**src/sv/assert_macros.svh**
```systemverilog
// assertion helpers, clocked on i_clk and disabled while i_rst_n is low
`ifndef ASSERT_MACROS_SVH
`define ASSERT_MACROS_SVH

// implication in the same cycle
`define ASSERT_IMP(label, ante, cons) \
    label: assert property (@(posedge i_clk) disable iff (!i_rst_n) (ante) |-> (cons)) \
        else $error("assertion failed");

// condition that must never hold
`define ASSERT_NEVER(label, cond) \
    label: assert property (@(posedge i_clk) disable iff (!i_rst_n) !(cond)) \
        else $error("assertion failed");

`endif

```
**src/sv/cppt_pkg.sv**
```systemverilog
`timescale 1ns / 1ps
package cppt_pkg;

    localparam int MAX_VERTICES = 64;
    localparam int COORD_BITS   = 12;
    localparam int COORD_W      = 12;
    localparam int VCOUNT_W     = 7;
    localparam int ADDR_W       = $clog2(MAX_VERTICES);
    localparam int CNT_W        = $clog2(MAX_VERTICES + 1);
    localparam int KW           = $clog2(MAX_VERTICES + 3);
    localparam int DIFF_W       = COORD_W + 1;
    localparam int PROD_W       = 2 * DIFF_W;
    localparam int EVAL_W       = PROD_W + 1;

    localparam logic [COORD_W-1:0] COORD_MASK = COORD_W'((32'd1 << COORD_BITS) - 32'd1);

    typedef enum logic [1:0] {
        REQ_ADD   = 2'd0,
        REQ_TEST  = 2'd1,
        REQ_CLEAR = 2'd2,
        REQ_NOP   = 2'd3
    } t_req;

    typedef enum logic [1:0] {
        ADD_STORED    = 2'd0,
        ADD_NONCONVEX = 2'd1,
        ADD_FULL      = 2'd2,
        ADD_NONE      = 2'd3
    } t_add_st;

    typedef enum logic [2:0] {
        PT_OUTSIDE  = 3'd0,
        PT_ON_EDGE  = 3'd1,
        PT_INSIDE   = 3'd2,
        PT_NO_POLY  = 3'd3,
        PT_NOT_TEST = 3'd4
    } t_pt_st;

    typedef enum logic [2:0] {
        ST_IDLE,
        ST_WRITE,
        ST_ISSUE,
        ST_DRAIN,
        ST_FINISH
    } t_state;

    typedef enum logic {
        MODE_CONVEX,
        MODE_TEST
    } t_mode;

    typedef struct packed {
        logic               start;
        t_mode              mode;
        logic [COORD_W-1:0] x;
        logic [COORD_W-1:0] y;
        logic               wr_en;
        logic [ADDR_W-1:0]  wr_addr;
        logic               rd_en;
        logic [ADDR_W-1:0]  rd_addr;
        logic               eval;
        logic               first;
    } t_dp_cmd;

    typedef struct packed {
        logic   busy;
        logic   above;
        logic   below;
        t_pt_st pt_res;
    } t_dp_sts;

endpackage

```
**src/sv/cppt_req_if.sv**
```systemverilog
`timescale 1ns / 1ps
interface cppt_req_if import cppt_pkg::*; ();
    logic               valid;
    logic               ready;
    logic [1:0]         req_type;
    logic [COORD_W-1:0] px;
    logic [COORD_W-1:0] py;

    modport source(output valid, req_type, px, py, input ready);
    modport sink(input valid, req_type, px, py, output ready);
endinterface

```
**src/sv/cppt_rsp_if.sv**
```systemverilog
`timescale 1ns / 1ps
interface cppt_rsp_if import cppt_pkg::*; ();
    logic                valid;
    logic                ready;
    logic [1:0]          add_status;
    logic                is_convex;
    logic                orientation;
    logic [VCOUNT_W-1:0] vertex_count;
    logic [2:0]          point_status;

    modport source(output valid, add_status, is_convex, orientation, vertex_count,
        point_status, input ready);
    modport sink(input valid, add_status, is_convex, orientation, vertex_count,
        point_status, output ready);
endinterface

```
**src/sv/cppt_cfg_if.sv**
```systemverilog
`timescale 1ns / 1ps
interface cppt_cfg_if import cppt_pkg::*; ();
    logic valid;
    logic ready;
    logic enforce_convex;

    modport source(output valid, enforce_convex, input ready);
    modport sink(input valid, enforce_convex, output ready);
endinterface

```
**src/sv/cppt_ram.sv**
```systemverilog
`timescale 1ns / 1ps
module cppt_ram #(
    parameter int WIDTH = 24,
    parameter int DEPTH = 64
) (
    input  logic                     i_clk,
    input  logic                     i_wr_en,
    input  logic [$clog2(DEPTH)-1:0] i_wr_addr,
    input  logic [WIDTH-1:0]         i_wr_data,
    input  logic                     i_rd_en,
    input  logic [$clog2(DEPTH)-1:0] i_rd_addr,
    output logic [WIDTH-1:0]         o_rd_data
);
    logic [WIDTH-1:0] r_mem [DEPTH];
    logic [WIDTH-1:0] r_rd_data;

    always_ff @(posedge i_clk) begin
        if (i_wr_en) begin
            r_mem[i_wr_addr] <= i_wr_data;
        end
        if (i_rd_en) begin
            r_rd_data <= r_mem[i_rd_addr];
        end
    end

    assign o_rd_data = r_rd_data;
endmodule

```
**src/sv/cppt_dp.sv**
```systemverilog
`timescale 1ns / 1ps
module cppt_dp import cppt_pkg::*; (
    input  logic    i_clk,
    input  logic    i_rst_n,
    input  t_dp_cmd i_cmd,
    output t_dp_sts o_sts
);
    logic [2*COORD_W-1:0] w_rd_data;
    logic [COORD_W-1:0]   w_rd_x, w_rd_y;
    logic [COORD_W-1:0]   w_xe, w_ye, w_xj, w_yj, w_xi, w_yi;
    logic signed [DIFF_W-1:0] w_dx1, w_dy1, w_dy2, w_dx2;
    logic signed [PROD_W-1:0] n_p1, n_p2;
    logic signed [EVAL_W-1:0] w_ev;
    logic w_neg, w_zero, w_pos;

    logic r_v1, r_eval1, r_first1;
    logic r_v2, r_eval2, r_first2;
    logic [COORD_W-1:0] r_px, r_py, r_w1x, r_w1y, r_w2x, r_w2y;
    logic signed [PROD_W-1:0] r_p1, r_p2;
    logic r_above, r_below, r_done, r_s0neg;
    t_pt_st r_res;

    cppt_ram #(
        .WIDTH(2 * COORD_W),
        .DEPTH(MAX_VERTICES)
    ) u_vram (
        .i_clk    (i_clk),
        .i_wr_en  (i_cmd.wr_en),
        .i_wr_addr(i_cmd.wr_addr),
        .i_wr_data({i_cmd.x, i_cmd.y}),
        .i_rd_en  (i_cmd.rd_en),
        .i_rd_addr(i_cmd.rd_addr),
        .o_rd_data(w_rd_data)
    );

    assign w_rd_x = w_rd_data[2*COORD_W-1:COORD_W];
    assign w_rd_y = w_rd_data[COORD_W-1:0];

    // convex: edge from the two previous vertices, probe is the new one
    // test: edge from previous vertex to the new one, probe is the point
    always_comb begin
        if (i_cmd.mode == MODE_CONVEX) begin
            w_xe = r_w2x;  w_ye = r_w2y;
            w_xj = r_w1x;  w_yj = r_w1y;
            w_xi = w_rd_x; w_yi = w_rd_y;
        end else begin
            w_xe = r_w1x;  w_ye = r_w1y;
            w_xj = w_rd_x; w_yj = w_rd_y;
            w_xi = r_px;   w_yi = r_py;
        end
        w_dx1 = $signed({1'b0, w_xj}) - $signed({1'b0, w_xe});
        w_dy1 = $signed({1'b0, w_yi}) - $signed({1'b0, w_ye});
        w_dy2 = $signed({1'b0, w_yj}) - $signed({1'b0, w_ye});
        w_dx2 = $signed({1'b0, w_xi}) - $signed({1'b0, w_xe});
        n_p1  = w_dx1 * w_dy1;
        n_p2  = w_dy2 * w_dx2;
    end

    assign w_ev   = $signed({r_p1[PROD_W-1], r_p1}) - $signed({r_p2[PROD_W-1], r_p2});
    assign w_neg  = w_ev[EVAL_W-1];
    assign w_zero = (w_ev == '0);
    assign w_pos  = !w_neg && !w_zero;

    always_ff @(posedge i_clk) begin
        if (!i_rst_n) begin
            r_v1 <= 1'b0;
            r_v2 <= 1'b0;
        end else begin
            r_v1 <= i_cmd.rd_en;
            r_v2 <= r_v1;
        end
    end

    always_ff @(posedge i_clk) begin
        r_eval1  <= i_cmd.eval;
        r_first1 <= i_cmd.first;
        r_eval2  <= r_eval1;
        r_first2 <= r_first1;
        r_p1     <= n_p1;
        r_p2     <= n_p2;
        if (r_v1) begin
            r_w2x <= r_w1x;
            r_w2y <= r_w1y;
            r_w1x <= w_rd_x;
            r_w1y <= w_rd_y;
        end
        if (i_cmd.start) begin
            r_px    <= i_cmd.x;
            r_py    <= i_cmd.y;
            r_above <= 1'b0;
            r_below <= 1'b0;
            r_done  <= 1'b0;
            r_res   <= PT_INSIDE;
        end else if (r_v2 && r_eval2) begin
            if (i_cmd.mode == MODE_CONVEX) begin
                r_above <= r_above | w_pos;
                r_below <= r_below | w_neg;
            end else if (!r_done) begin
                if (r_first2) begin
                    r_s0neg <= w_neg;
                    if (w_zero) begin
                        r_res  <= PT_ON_EDGE;
                        r_done <= 1'b1;
                    end
                end else if ((w_neg && !r_s0neg) || (w_pos && r_s0neg)) begin
                    r_res  <= PT_OUTSIDE;
                    r_done <= 1'b1;
                end else if (w_zero) begin
                    r_res  <= PT_ON_EDGE;
                    r_done <= 1'b1;
                end
            end
        end
    end

    assign o_sts.busy   = r_v1 || r_v2;
    assign o_sts.above  = r_above;
    assign o_sts.below  = r_below;
    assign o_sts.pt_res = r_res;
endmodule

```
**src/sv/cppt_ctrl.sv**
```systemverilog
`timescale 1ns / 1ps
module cppt_ctrl import cppt_pkg::*; (
    input  logic              i_clk,
    input  logic              i_rst_n,
    cppt_req_if.sink          i_req,
    cppt_cfg_if.sink          i_cfg,
    cppt_rsp_if.source        o_rsp,
    output t_dp_cmd           o_cmd,
    input  t_dp_sts           i_sts
);
    t_state r_state, n_state;
    logic   r_enforce;
    logic [CNT_W-1:0] r_count, n_count, r_lim, n_lim;
    logic   r_cvx, n_cvx, r_orient, n_orient;
    logic [COORD_W-1:0] r_x, n_x, r_y, n_y;
    t_add_st r_add_st, n_add_st;
    t_pt_st  r_pt_st, n_pt_st;
    t_mode   r_mode, n_mode;
    logic [ADDR_W-1:0] r_idx, n_idx;
    logic [KW-1:0] r_k, n_k, r_tot, n_tot;
    logic w_cvx;

    logic r_ov, n_ov;
    t_add_st r_o_add, n_o_add;
    logic r_o_cvx, n_o_cvx, r_o_or, n_o_or;
    logic [VCOUNT_W-1:0] r_o_cnt, n_o_cnt;
    t_pt_st r_o_pt, n_o_pt;

    assign i_cfg.ready = 1'b1;
    assign i_req.ready = (r_state == ST_IDLE);
    assign w_cvx       = !(i_sts.above && i_sts.below);

    always_ff @(posedge i_clk) begin
        if (!i_rst_n) begin
            r_state   <= ST_IDLE;
            r_enforce <= 1'b0;
            r_count   <= '0;
            r_cvx     <= 1'b1;
            r_orient  <= 1'b0;
            r_ov      <= 1'b0;
        end else begin
            r_state  <= n_state;
            r_count  <= n_count;
            r_cvx    <= n_cvx;
            r_orient <= n_orient;
            r_ov     <= n_ov;
            if (i_cfg.valid) begin
                r_enforce <= i_cfg.enforce_convex;
            end
        end
    end

    always_ff @(posedge i_clk) begin
        r_lim    <= n_lim;
        r_x      <= n_x;
        r_y      <= n_y;
        r_add_st <= n_add_st;
        r_pt_st  <= n_pt_st;
        r_mode   <= n_mode;
        r_idx    <= n_idx;
        r_k      <= n_k;
        r_tot    <= n_tot;
        r_o_add  <= n_o_add;
        r_o_cvx  <= n_o_cvx;
        r_o_or   <= n_o_or;
        r_o_cnt  <= n_o_cnt;
        r_o_pt   <= n_o_pt;
    end

    always_comb begin
        n_state  = r_state;
        n_count  = r_count;
        n_lim    = r_lim;
        n_cvx    = r_cvx;
        n_orient = r_orient;
        n_x      = r_x;
        n_y      = r_y;
        n_add_st = r_add_st;
        n_pt_st  = r_pt_st;
        n_mode   = r_mode;
        n_idx    = r_idx;
        n_k      = r_k;
        n_tot    = r_tot;
        n_ov     = r_ov && !o_rsp.ready;
        n_o_add  = r_o_add;
        n_o_cvx  = r_o_cvx;
        n_o_or   = r_o_or;
        n_o_cnt  = r_o_cnt;
        n_o_pt   = r_o_pt;

        o_cmd         = '0;
        o_cmd.mode    = r_mode;
        o_cmd.x       = r_x;
        o_cmd.y       = r_y;
        o_cmd.wr_addr = r_count[ADDR_W-1:0];
        o_cmd.rd_addr = r_idx;

        unique case (r_state)
            ST_IDLE: begin
                if (i_req.valid) begin
                    n_x      = i_req.px & COORD_MASK;
                    n_y      = i_req.py & COORD_MASK;
                    n_add_st = ADD_NONE;
                    n_pt_st  = PT_NOT_TEST;
                    n_state  = ST_FINISH;
                    unique case (t_req'(i_req.req_type))
                        REQ_ADD: begin
                            if (r_count >= CNT_W'(MAX_VERTICES)) begin
                                n_add_st = ADD_FULL;
                            end else begin
                                n_state = ST_WRITE;
                            end
                        end
                        REQ_TEST: begin
                            if (r_count < CNT_W'(2)) begin
                                n_pt_st = PT_NO_POLY;
                            end else begin
                                n_mode  = MODE_TEST;
                                n_idx   = '0;
                                n_k     = '0;
                                n_tot   = KW'(r_count) + KW'(1);
                                n_lim   = r_count;
                                n_state = ST_ISSUE;
                            end
                        end
                        REQ_CLEAR: begin
                            n_count  = '0;
                            n_cvx    = 1'b1;
                            n_orient = 1'b0;
                        end
                        default: begin
                        end
                    endcase
                end
            end
            ST_WRITE: begin
                o_cmd.wr_en = 1'b1;
                if (r_count < CNT_W'(2)) begin
                    // two or fewer vertices are always convex
                    n_count  = r_count + CNT_W'(1);
                    n_cvx    = 1'b1;
                    n_orient = 1'b0;
                    n_add_st = ADD_STORED;
                    n_state  = ST_FINISH;
                end else begin
                    // walk m-2, m-1, 0 .. m-1 over the m = count+1 vertices
                    n_mode  = MODE_CONVEX;
                    n_idx   = ADDR_W'(r_count - CNT_W'(1));
                    n_k     = '0;
                    n_tot   = KW'(r_count) + KW'(3);
                    n_lim   = r_count + CNT_W'(1);
                    n_state = ST_ISSUE;
                end
            end
            ST_ISSUE: begin
                o_cmd.rd_en = 1'b1;
                o_cmd.start = (r_k == '0);
                o_cmd.eval  = (r_mode == MODE_CONVEX) ? (r_k >= KW'(2)) : (r_k >= KW'(1));
                o_cmd.first = (r_mode == MODE_TEST) && (r_k == KW'(1));
                n_k = r_k + KW'(1);
                if (CNT_W'(r_idx) + CNT_W'(1) == r_lim) begin
                    n_idx = '0;
                end else begin
                    n_idx = r_idx + ADDR_W'(1);
                end
                if (r_k == r_tot - KW'(1)) begin
                    n_state = ST_DRAIN;
                end
            end
            ST_DRAIN: begin
                if (!i_sts.busy) begin
                    n_state = ST_FINISH;
                    if (r_mode == MODE_TEST) begin
                        n_pt_st = i_sts.pt_res;
                    end else if (r_enforce && !w_cvx) begin
                        n_add_st = ADD_NONCONVEX;
                    end else begin
                        n_count  = r_count + CNT_W'(1);
                        n_cvx    = w_cvx;
                        n_orient = i_sts.below && !i_sts.above;
                        n_add_st = ADD_STORED;
                    end
                end
            end
            ST_FINISH: begin
                if (!r_ov || o_rsp.ready) begin
                    n_ov    = 1'b1;
                    n_o_add = r_add_st;
                    n_o_cvx = r_cvx;
                    n_o_or  = r_orient;
                    n_o_cnt = VCOUNT_W'(r_count);
                    n_o_pt  = r_pt_st;
                    n_state = ST_IDLE;
                end
            end
            default: begin
                n_state = ST_IDLE;
            end
        endcase
    end

    assign o_rsp.valid        = r_ov;
    assign o_rsp.add_status   = r_o_add;
    assign o_rsp.is_convex    = r_o_cvx;
    assign o_rsp.orientation  = r_o_or;
    assign o_rsp.vertex_count = r_o_cnt;
    assign o_rsp.point_status = r_o_pt;
endmodule

```
**src/sv/convex_polygon_point_test_top.sv**
```systemverilog
// throughput: one word at a time, set by one vertex read per cycle from the vertex ram;
// the next request is taken once the controller is back in idle after the result is loaded
// reset: synchronous active-low i_rst_n empties the polygon, clears enforce_convex
// and drops the result valid; the vertex ram needs no clearing pass
`timescale 1ns / 1ps
`include "assert_macros.svh"
module convex_polygon_point_test_top import cppt_pkg::*; (
    input  logic       i_clk,
    input  logic       i_rst_n,
    cppt_req_if.sink   i_req,
    cppt_cfg_if.sink   i_cfg,
    cppt_rsp_if.source o_rsp
);
    t_dp_cmd w_cmd;
    t_dp_sts w_sts;

    cppt_ctrl u_ctrl (
        .i_clk  (i_clk),
        .i_rst_n(i_rst_n),
        .i_req  (i_req),
        .i_cfg  (i_cfg),
        .o_rsp  (o_rsp),
        .o_cmd  (w_cmd),
        .i_sts  (w_sts)
    );

    cppt_dp u_dp (
        .i_clk  (i_clk),
        .i_rst_n(i_rst_n),
        .i_cmd  (w_cmd),
        .o_sts  (w_sts)
    );

    `ASSERT_IMP(a_orient_needs_convex, o_rsp.valid && !o_rsp.is_convex, !o_rsp.orientation)
    `ASSERT_IMP(a_one_kind, o_rsp.valid && (o_rsp.point_status != PT_NOT_TEST), o_rsp.add_status == ADD_NONE)
    `ASSERT_NEVER(a_write_while_busy, w_cmd.wr_en && (w_sts.busy || w_cmd.rd_en))
    `ASSERT_NEVER(a_count_range, o_rsp.valid && (o_rsp.vertex_count > VCOUNT_W'(MAX_VERTICES)))
endmodule
```
**src/flat_wrapper.sv**
```systemverilog
// flat-port wrapper written by rule: the top's interface ports become plain ports
module convex_polygon_point_test_top_flat import cppt_pkg::*;
  (i_clk, i_rst_n, i_req_valid, i_req_req_type, i_req_px, i_req_py, i_req_ready, i_cfg_valid, i_cfg_enforce_convex, i_cfg_ready, o_rsp_valid, o_rsp_add_status, o_rsp_is_convex, o_rsp_orientation, o_rsp_vertex_count, o_rsp_point_status, o_rsp_ready);
  cppt_req_if i_req_i ();
  cppt_cfg_if i_cfg_i ();
  cppt_rsp_if o_rsp_i ();
  input  logic i_clk;
  input  logic i_rst_n;
  input wire logic [$bits(i_req_i.valid)-1:0] i_req_valid;
  input wire logic [$bits(i_req_i.req_type)-1:0] i_req_req_type;
  input wire logic [$bits(i_req_i.px)-1:0] i_req_px;
  input wire logic [$bits(i_req_i.py)-1:0] i_req_py;
  output wire logic [$bits(i_req_i.ready)-1:0] i_req_ready;
  input wire logic [$bits(i_cfg_i.valid)-1:0] i_cfg_valid;
  input wire logic [$bits(i_cfg_i.enforce_convex)-1:0] i_cfg_enforce_convex;
  output wire logic [$bits(i_cfg_i.ready)-1:0] i_cfg_ready;
  output wire logic [$bits(o_rsp_i.valid)-1:0] o_rsp_valid;
  output wire logic [$bits(o_rsp_i.add_status)-1:0] o_rsp_add_status;
  output wire logic [$bits(o_rsp_i.is_convex)-1:0] o_rsp_is_convex;
  output wire logic [$bits(o_rsp_i.orientation)-1:0] o_rsp_orientation;
  output wire logic [$bits(o_rsp_i.vertex_count)-1:0] o_rsp_vertex_count;
  output wire logic [$bits(o_rsp_i.point_status)-1:0] o_rsp_point_status;
  input wire logic [$bits(o_rsp_i.ready)-1:0] o_rsp_ready;
  assign i_req_i.valid = i_req_valid;
  assign i_req_i.req_type = i_req_req_type;
  assign i_req_i.px = i_req_px;
  assign i_req_i.py = i_req_py;
  assign i_req_ready = i_req_i.ready;
  assign i_cfg_i.valid = i_cfg_valid;
  assign i_cfg_i.enforce_convex = i_cfg_enforce_convex;
  assign i_cfg_ready = i_cfg_i.ready;
  assign o_rsp_valid = o_rsp_i.valid;
  assign o_rsp_add_status = o_rsp_i.add_status;
  assign o_rsp_is_convex = o_rsp_i.is_convex;
  assign o_rsp_orientation = o_rsp_i.orientation;
  assign o_rsp_vertex_count = o_rsp_i.vertex_count;
  assign o_rsp_point_status = o_rsp_i.point_status;
  assign o_rsp_i.ready = o_rsp_ready;
  convex_polygon_point_test_top u_core (.i_clk(i_clk), .i_rst_n(i_rst_n), .i_req(i_req_i), .i_cfg(i_cfg_i), .o_rsp(o_rsp_i));
endmodule
```
**config.mk**
```make
export PLATFORM = sky130hd
export DESIGN_NAME = convex_polygon_point_test_top_flat
export DESIGN_NICKNAME = d
export VERILOG_FILES = /design/src/sv/cppt_pkg.sv /design/src/sv/cppt_req_if.sv /design/src/sv/cppt_rsp_if.sv /design/src/sv/cppt_cfg_if.sv /design/src/sv/cppt_ram.sv /design/src/sv/cppt_dp.sv /design/src/sv/cppt_ctrl.sv /design/src/sv/convex_polygon_point_test_top.sv /design/src/flat_wrapper.sv
export VERILOG_INCLUDE_DIRS = /design/src /design/src/sv
export SDC_FILE = /design/constraint.sdc
export NUM_CORES = 2
export LEC_CHECK = 0
export BUFFER_PORTS_ARGS = -buffer_cell sky130_fd_sc_hd__buf_2
export CAP_MARGIN = 30
export CORE_UTILIZATION = 40
export CTS_CLUSTER_DIAMETER = 100
export DETAILED_ROUTE_END_ITERATION = 12
export SYNTH_ARGS = -nofsm -noshare
export SYNTH_HDL_FRONTEND = slang
export SYNTH_HIERARCHICAL = 1
export SYNTH_SLANG_ARGS = --single-unit
```
**constraint.sdc**
```tcl
create_clock -name i_clk -period 19.5 [get_ports i_clk]
set_input_delay 0.975 -clock i_clk [delete_from_list [all_inputs] [get_ports i_clk]]
set_output_delay 0.975 -clock i_clk [all_outputs]
set_load 0.01 [all_outputs]
```
==> impl_metrics.toml <==
[power]
vdd_drop_max_mv = 0.0940
leakagePower_nw = 32.6
power_density_nw_per_um2 = 81.5

[floorplanning]
dieArea_um2 = 213000
dieWidth_um = 461
io_pins = 49
rows = 168
core_area_um2 = 210000
dieHeight_um = 461
start_util_pct = 40.3

[cts]
cts_buffers = 175
cts.htree.levels = 4
clk_path_buf_depth = 3
root_buffer = "clkbuf_16"
ctsResizeCount = 0
tritoncts = "yes"
cts_sinks = 1782
clkTransAtPathRegs_ps = 60
cts_setup_buffers = 0
clkLatencyLatePin_ps = 800
postCtsHoldBufs = 0

[job]
max_cap_viol_count = 0

[synth]
ys_ff_latch = 1782
yosysUniqueCellTypes = 97
syn-cell-area_um2 = 84400
yosysWarnings = 6
ys_async_sr_fraction_pct = 0
syn_nets = 5719
syn_avg_cell_area_um2 = 16.4
synth_ff_type = "edfxtp_1"
synth_seq_area_share_pct = 62.5
synth-edff-count = 1704
synthCells = 5140

[final_layout]
instances_no_fill = 8253
drive_above_1_share_pct = 18.6
final_nets = 5880
area_growth_syn_to_layout_pct = 11.5

[placement]
place_hpwl_mm = 130
dp.cells = 7927
portBuffers = 47
place_congestion = 0.848

[timing]
worst-slew-pin-transition_ps = 1250
clock_skew_ps = 46.5
fmax_mhz = 95.5
setup_tns_ps = 0
grt_setup_unrepaired = "no"
maxSlewViolCount = 0
fin_crit_sh_pct = 53.7
maxSlewHeadroom_pct = 16.7
fin_crit_ps = 10470
setup_viol = 0
hold_viol = 0

[detailed_routing]
via_per_inst = 5.50
vias = 45374
drc = 0
wl_per_cell_um = 25.3
ant_nets = 0
drt-total-wl_mm = 209
drt_first_pass_iters = 5
drt_iter0_markers = 4022

[global_routing]
grt_first_pass_wirelength_mm = 307
grt_max_degree = 123
grt_antenna_before_repair = 8
grt_overflow = 0
track_usage_pct = 19.7
first_global_vias = 46166

[worst_hold_path]
hold_class = "reg -> reg"

[setup_path]
required_ps = 20150
path_common_cell = "fa_1"
end_kind = "flip-flop"
startpoint_type = "flip-flop"
critical_path_class = "reg -> reg"
worstPathArrival_ps = 11120
crit_fanout = 46
cp.buffers_inverters = 6
slowest_stage = "buf_4"
crit_family = "adder cells"
slowest_delay_ps = 560

[status]
outcome = "finished clean"
per-stage QoR:
step	cell area, um^2	hold WS (ps)	setup slack (ps)	total power (W)	utilization, %
floorplan	84400	310	10450	0.00436	-
global placement	88300	316	9160	0.00443	42.1
detailed placement	88400	312	9100	0.00444	42.2
CTS	94000	265	9030	0.00774	44.8
global route	94000	289	8380	0.00788	44.9
finish	94000	326	9030	0.00767	44.9
flip-flops by register name, summed over array words and instances, names as in the netlist, 6 cells and up:
name	cells
u_core/u_ctrl/r_y	12
u_core/u_ctrl/r_tot	7
u_core/u_dp/r_p1	26
u_core/u_dp/r_p2	26
u_core/u_dp/r_px	12
u_core/u_dp/r_w1x	12
u_core/u_dp/r_w2x	12
u_core/u_dp/r_py	12
u_core/u_dp/u_vram/o_rd_data	24
u_core/u_dp/r_w1y	12
u_core/u_dp/u_vram/r_mem	1536
u_core/u_ctrl/r_x	12
u_core/u_ctrl/r_k	7
u_core/u_dp/r_w2y	12
u_core/u_ctrl/o_rsp.vertex_count	7
u_core/u_ctrl/r_lim	7
u_core/u_ctrl/r_count	7
u_core/u_ctrl/r_idx	6
report_power, final:
part           internal [W]  switching (W)  total (W)
registers           0.00422     0.00000377    0.00422
clock network       0.00187        0.00144    0.00332
logic             0.0000182       0.000111   0.000129
total               0.00611        0.00156    0.00767
final cells by class:
cell class,count,area (um^2)
Fill cell,18174,116000
Sequential cell,1782,52700
Multi-Input combinational cell,2679,28900
Clock buffer,231,4640
Tap cell,2805,3510
Inverter,458,1720
Timing Repair Buffer,205,1520
Clock inverter,85,956
Antenna cell,8,20.0
final timing paths:
check / from / endpoint / slack (ps) / depth (start not counted)
hold reg to reg: u_core/u_dp/r_first1 / u_core/u_dp/r_first2 / 330 / 0
setup / recovery: u_core/u_ctrl/r_mode / u_core/u_dp/r_p1[25] / 9030 / 34
setup reg to reg: u_core/u_ctrl/r_mode / u_core/u_dp/r_p1[25] / 9030 / 34
hold / removal: u_core/u_dp/r_first1 / u_core/u_dp/r_first2 / 330 / 0
synth_stat cells, drive strengths merged (18+ instances only):
cell type / number / area share [%]
xor2: 40 / 0.42
ha: 216 / 3.2
and2: 60 / 0.44
inv: 455 / 2.0
nand2: 295 / 1.3
a22oi: 41 / 0.36
mux2: 83 / 1.1
fa: 331 / 7.9
nand2b: 34 / 0.25
dfxtp: 78 / 1.9
nand3: 51 / 0.31
a31oi: 25 / 0.20
a21o: 26 / 0.24
nor3: 35 / 0.21
buf: 119 / 0.93
nor2b: 43 / 0.32
o22ai: 53 / 0.41
mux4: 356 / 9.5
a221oi: 53 / 0.55
xnor2: 99 / 1.0
clkbuf: 102 / 0.46
mux2i: 139 / 1.6
edfxtp: 1704 / 61
o211ai: 19 / 0.18
o21ai: 77 / 0.47
or2: 26 / 0.20
nor2: 286 / 1.3
o21a: 19 / 0.17
and3: 18 / 0.15
a21oi: 79 / 0.48
per-layer routing:
metal	share of wire (%)	global-route usage [%]	vias to the layer above
met5	0	0	-
met1	43	27.9	24014
li1	-	-	19599
met3	7.4	3.77	215
met4	1.7	4.01	0
met2	47	31.7	1546
kinds of logic (layout without fill, tap and decap cells):
kind of cell,after synthesis,in the layout,share of synthesized area (%)
DFF,1782,1782,62.5
and+or+nand+nor,921,921,5.15
buffers and inverters,679,979,3.42
muxes,578,578,12.3
adders and majority gates,547,547,11.1
AOI/OAI and AO/OA,488,488,4.01
xor gates and xnor gates,144,144,1.58
other,1,9,0.00445
placed cells by master (no fill, tap or decap), drive strengths merged, types with 77 or more instances in the layout:
master  count
a21oi      79
buf       205
clkbuf    231
dfxtp      78
edfxtp   1704
fa        331
ha        216
inv       461
mux2       83
mux2i     139
mux4      356
nand2     295
nor2      286
o21ai      77
xnor2      99
Note: power is estimated with default switching activity, not from simulation.
